## config.mk

```make
export PLATFORM = sky130hd
export DESIGN_NAME = hcbp_ctrl
export DESIGN_NICKNAME = d
export VERILOG_FILES = /design/src/hdl/hcbp_pkg.sv /design/src/hdl/hcbp_ctrl.sv
export SDC_FILE = /design/constraint.sdc
export NUM_CORES = 1
export LEC_CHECK = 0
export ABC_CLOCK_PERIOD_IN_PS = 1160
export BUFFER_PORTS_ARGS = -buffer_cell sky130_fd_sc_hd__clkbuf_2
export CAP_MARGIN = 20
export CORE_AREA = 3 3 40 42
export DETAILED_ROUTE_END_ITERATION = 12
export DIE_AREA = 0 0 43 45
export PLACE_DENSITY = 0.35
export SLEW_MARGIN = 20
export SYNTH_ARGS = -nofsm -noshare
export SYNTH_HDL_FRONTEND = slang
export SYNTH_SLANG_ARGS = --single-unit
```

## constraint.sdc

```tcl
create_clock -name clk -period 1.16 [get_ports clk]
set_clock_uncertainty 0.05 [all_clocks]
set_input_delay 0.232 -clock clk [delete_from_list [all_inputs] [get_ports clk]]
set_output_delay 0.232 -clock clk [all_outputs]
set_load 0.01 [all_outputs]
```

## src/hdl/hcbp_pkg.sv

```systemverilog
// Shared types and constants of the Huffman code bit packer.
`timescale 1ns / 1ps

package hcbp_pkg;

  localparam int CODE_W = 32;
  localparam int LEN_W = 6;
  localparam int IDX_W = 11;

  localparam logic [1:0] MODE_LOAD = 2'd0;
  localparam logic [1:0] MODE_ENCODE = 2'd1;
  localparam logic [1:0] MODE_FINISH = 2'd2;

  localparam logic [IDX_W-1:0] END_SYMBOL = 11'd256;

  typedef struct packed {
    logic [CODE_W-1:0] code;
    logic [LEN_W-1:0] len;
  } entry_t;

  typedef struct packed {
    logic wr;
    logic rd;
    logic align;
    logic step;
    logic flush;
  } cmd_t;

  typedef struct packed {
    logic rem_zero;
    logic byte_full;
    logic out_free;
    logic cnt_zero;
    logic finish;
  } stat_t;

endpackage

```

## src/hdl/hcbp_ctrl.sv

```systemverilog
// Controller state machine of the Huffman code bit packer.
`timescale 1ns / 1ps

module hcbp_ctrl (
  input  logic             clk,
  input  logic             rst,
  input  logic             in_valid,
  output logic             in_ready,
  input  logic [1:0]       mode,
  input  hcbp_pkg::stat_t  stat,
  output hcbp_pkg::cmd_t   cmd
);

  localparam logic [1:0] S_IDLE = 2'd0;
  localparam logic [1:0] S_ALIGN = 2'd1;
  localparam logic [1:0] S_PACK = 2'd2;
  localparam logic [1:0] S_FLUSH = 2'd3;

  logic [1:0] state;
  logic [1:0] state_next;
  logic       accept;

  assign in_ready = (state == S_IDLE);
  assign accept = in_valid && in_ready;

  always_comb begin
    state_next = state;
    cmd = '0;
    unique case (state)
      S_IDLE: begin
        if (accept) begin
          priority if (mode == hcbp_pkg::MODE_LOAD) begin
            cmd.wr = 1'b1;
          end else if (mode == hcbp_pkg::MODE_ENCODE || mode == hcbp_pkg::MODE_FINISH) begin
            cmd.rd = 1'b1;
            state_next = S_ALIGN;
          end else begin
            state_next = S_IDLE;
          end
        end
      end
      S_ALIGN: begin
        cmd.align = 1'b1;
        state_next = S_PACK;
      end
      S_PACK: begin
        priority if (stat.rem_zero) begin
          if (stat.finish && !stat.cnt_zero) begin
            state_next = S_FLUSH;
          end else begin
            state_next = S_IDLE;
          end
        end else if (!stat.byte_full || stat.out_free) begin
          cmd.step = 1'b1;
        end else begin
          state_next = S_PACK;
        end
      end
      S_FLUSH: begin
        if (stat.out_free) begin
          cmd.flush = 1'b1;
          state_next = S_IDLE;
        end
      end
      default: state_next = S_IDLE;
    endcase
  end

  always_ff @(posedge clk) begin
    if (rst) begin
      state <= S_IDLE;
    end else begin
      state <= state_next;
    end
  end

endmodule

```

---- After elaboration in Yosys (flattened, before gate mapping) ----
Index checks and enable logic that the tools add are counted.
cells by class
  multiplexer cells ....................... 19
  add/subtract/negate cells ............... 0
  bitwise gates (word level) .............. 0
  shift operators ......................... 0
  divide/modulo/power cells ............... 0
  $lt $le $gt $ge ......................... 0
  multipliers ............................. 0
  reduce and logical (&&, ||, !) cells .... 9
  eq/ne operators ......................... 9
operator list
  cell                                                    number
  two-way mux 2 bit                                       8
  two-way mux 1 bit                                       10
  one-hot mux 2 bit (4 select lines)                      1
  == test 2 bit (second input constant)                   3
  == test 2 x 1 -> 1 bit (second input constant)          2
  zero test 2 bit                                         2
  inequality test 2 bit (second input constant)           2
  AND reduction 4 bit                                     1
  inequality test 3 bit (second input constant)           1
  logical AND 1 bit                                       2
  zero test 1 bit                                         2
  logical OR 1 bit                                        2
  inequality test 2 x 1 -> 1 bit (second input constant)  1
word-level totals
  word-level logic and storage cells ...... 38
  memory bits (writable) .................. 0
  bits in registers ....................... 2
  bits in latches ......................... 0
  input bits .............................. 10
  output and inout bits ................... 6
  memories kept ........................... 0
  ROM bits ................................ 0

---- Logic depth before layout (Yosys ltp) ----
  depth in word-level cells ............... 6
  mapped depth ............................ 4
  depth with buffers taken out ............ 4

---- Worst setup path before layout ----
OpenSTA, ideal clock, no wires.
  path kind ............................... register to output
  start point ............................. reg state[0]
  end point ............................... out cmd[3] in the netlist's numbering
  arrival ................................. 0.813 ns
  path buffers ............................ 0
  path slack .............................. 0.065 ns
  stages on the path, launching flop included .. 3
  required time ........................... 0.878 ns
  cell sequence ........................... dfxtp_1 > nor2_1 > and3_2
RTL lines
  what                    line             RTL
  start, declared         hcbp_ctrl.sv:19  logic [1:0] state;
  start signal, assigned  hcbp_ctrl.sv:73  state <= state_next;
  end, declared           hcbp_ctrl.sv:11  output hcbp_pkg::cmd_t cmd

==> impl_metrics.env <==
export IMPL_status="finished, violations left"
export IMPL_failed_checks="negative setup slack"
export IMPL_routabilityCongestion=0.671
export IMPL_synthMuxAreaShare=0
export IMPL_period_minus_slack_ns=1.28
export IMPL_cap_violations=0
export IMPL_route_detailed_drc=0
export IMPL_cts_buffers=3
export IMPL_drt_initial_drc_count=4
export IMPL_top_layer_used="met3"
export IMPL_clk_path_buf_depth=2
export IMPL_grt_max_degree=7
export IMPL_fin_setup_tns_ns=-0.352
export IMPL_syn_nets=33
export IMPL_yosys_area_top_type="dfxtp_1"
export IMPL_gr_total_overflow=0
export IMPL_reg_top3="state (2)"
export IMPL_synth_seq_cells=2
export IMPL_vias=236
export IMPL_place_ws_ns=-0.0678
export IMPL_required_ns=0.88
export IMPL_totalWireLength_um=580
export IMPL_synth_area_leaders="dfxtp_1 24%, and3_2 13%, inv_1 11%"
export IMPL_period_share=1.11
export IMPL_yosysMostFrequentCell="inv_1"
export IMPL_async_flop_share=0
export IMPL_root_buffer="clkbuf_4"
export IMPL_timing_critical_path_to="cmd[3]"
export IMPL_clkTransAtPathRegs_ns=0.03
export IMPL_yosysSeqAreaShare=0.237
export IMPL_cts_sinks=2
export IMPL_met3_length_um=54
export IMPL_yosys_warnings=0
export IMPL_grt_pass1_vias=281
export IMPL_hold_viol=0
export IMPL_r2r_end="state[0]"
export IMPL_wl_met2_um=313
export IMPL_synth_simple_gate_area_frac=0.378
export IMPL_design_die_area_mm2=0.00194
export IMPL_timing_fmax_mhz=780
export IMPL_ir_drop_mv=0.196
export IMPL_wirelength_met1_um=212
export IMPL_grt_pass1_wl_um=952
export IMPL_setup_ws_ns=-0.122
export IMPL_power_density_mw_per_mm2=910
export IMPL_synth_cells=22
export IMPL_postRouteAntennaNets=0
export IMPL_area_growth_pct=107
export IMPL_final_nets=56
export IMPL_min_path_cells=2
export IMPL_p_leak_nw=0.188
export IMPL_rows=13
export IMPL_tightest_slew_ns=0.184
export IMPL_n_antenna_cell=0
export IMPL_path_max_fanout=5
export IMPL_whs_ns=0.138
export IMPL_worst_ep_arrival_time_ns=1.00
export IMPL_critPathLaunch="state[0]"
export IMPL_htree_levels=1
export IMPL_crit_path_start_kind="register"
export IMPL_dieHeight_um=45
export IMPL_netlist_top_cells_count="5 x inv_1, 3 x and3_2"
export IMPL_reg2regPathDepth=3
export IMPL_synth_compound_area_frac=0.200
export IMPL_ys_flop_type="dfxtp_1"
export IMPL_synth_area_per_cell_um2=7.68
export IMPL_hp_class="in2reg"
export IMPL_finalMaxSlewViolations=0
export IMPL_rsz0062_at_grt="yes"
export IMPL_cts_tree="built"
export IMPL_synthXorXnorAreaFrac=0
export IMPL_dr_pass1_iters=2
export IMPL_synth_top_family_by_area="simple AND/OR/NAND/NOR gates"
export IMPL_top_level_ports=16
export IMPL_wl_per_cell_um=10.0
export IMPL_clk_latency_ns=0.22
export IMPL_top_register="state"
export IMPL_synth_edf_count=0
export IMPL_drive_gt1_frac=0.651
export IMPL_netlist_area_um2=169
export IMPL_grtUsageTotal=0.0665
export IMPL_relSlewSlack=0.877
export IMPL_synthAdderAreaFrac=0.0741
export IMPL_die_w_um=43
export IMPL_yosysUniqueCellTypes=12
export IMPL_yosysTopAreaCellShare=0.237
export IMPL_r2r_slack_ns=0.21
export IMPL_largest_reg_flops=2
export IMPL_utilization=0.272
export IMPL_crit_type="reg2out"
export IMPL_port_buffers=15
export IMPL_worstReg2RegStart="state[0]"
export IMPL_antenna_found_initial=0
export IMPL_core_mm2=0.00128
export IMPL_finalSetupViolCount=5
export IMPL_start_util=0.131
export IMPL_p_total_mw=0.318
export IMPL_end_kind="output port"
export IMPL_post_drt_via_cell_ratio=4.07
layer usage:
layer	vias to the layer above	global-route usage
met5	-	0
met4	0	0.0723
met3	0	0.00398
met2	11	0.138
met1	106	0.0504
li1	119	-
per-stage QoR:
stage / std cells / area (um^2)
finish: 58 / 349
global route: 58 / 349
CTS: 58 / 320
detailed placement: 53 / 270
floorplan: 22 / 169
global placement: 53 / 270
timing repair:
action | 4_1_cts | 5_1_grt
setup buffers | 2 | 0
gates resized for setup | 6 | 11
pin swaps | 2 | 3
hold buffers | 0 | 0
endpoints found under the setup margin | 6 | 6
cloned | 0 | 0
report_power, final:
part | switching (mW) | internal (mW) | leakage, nW | total [mW]
logic | 0.0348 | 0.0557 | 0.156 | 0.0905
clock network | 0.0361 | 0.114 | 0.0138 | 0.150
registers | 0.00630 | 0.0710 | 0.0178 | 0.0773
total | 0.0772 | 0.241 | 0.188 | 0.318
cell families (layout without fill, tap and decap cells):
group | count (synthesis) | after routing
flops | 2 | 2
fa+ha+maj | 1 | 1
buf+inv | 5 | 26
simple gates | 9 | 9
compound gates | 5 | 5
critical path, stage by stage, from the launching register on:
cell	delay [ns]
dfxtp_4	0.35
nor2_4	0.14
and3_4	0.20
buf_6	0.09
worst min-delay path by stage:
stage,slack [ns],end,startpoint
floorplan,0.25,state[0],rst
detailed placement,0.36,state[0],rst
CTS,0.12,state[0],rst
global route,0.15,state[0],rst
global placement,0.37,state[0],rst
finish,0.14,state[0],rst
layout by cell type (no fill, tap or decap):
cell      count
clkbuf_2     10
inv_1         4
clkbuf_4      3
buf_6         3
buf_4         3
and3_4        2
nor2b_1       2
o21ai_0       2
buf_2         2
dfxtp_4       2
nor2_4        1
inv_2         1
nor2_1        1
o2111a_1      1
and3_2        1
a211oi_1      1
nand4b_1      1
and4bb_1      1
a21oi_1       1
ha_1          1
area by class of cell:
type	count	area (um^2)
Fill cell	146	936
Clock buffer	3	22.5
Inverter	5	18.8
Timing Repair Buffer	18	116
Tap cell	15	18.8
Multi-Input combinational cell	15	125
Sequential cell	2	47.5
Power figures use the tool's default switching activity.
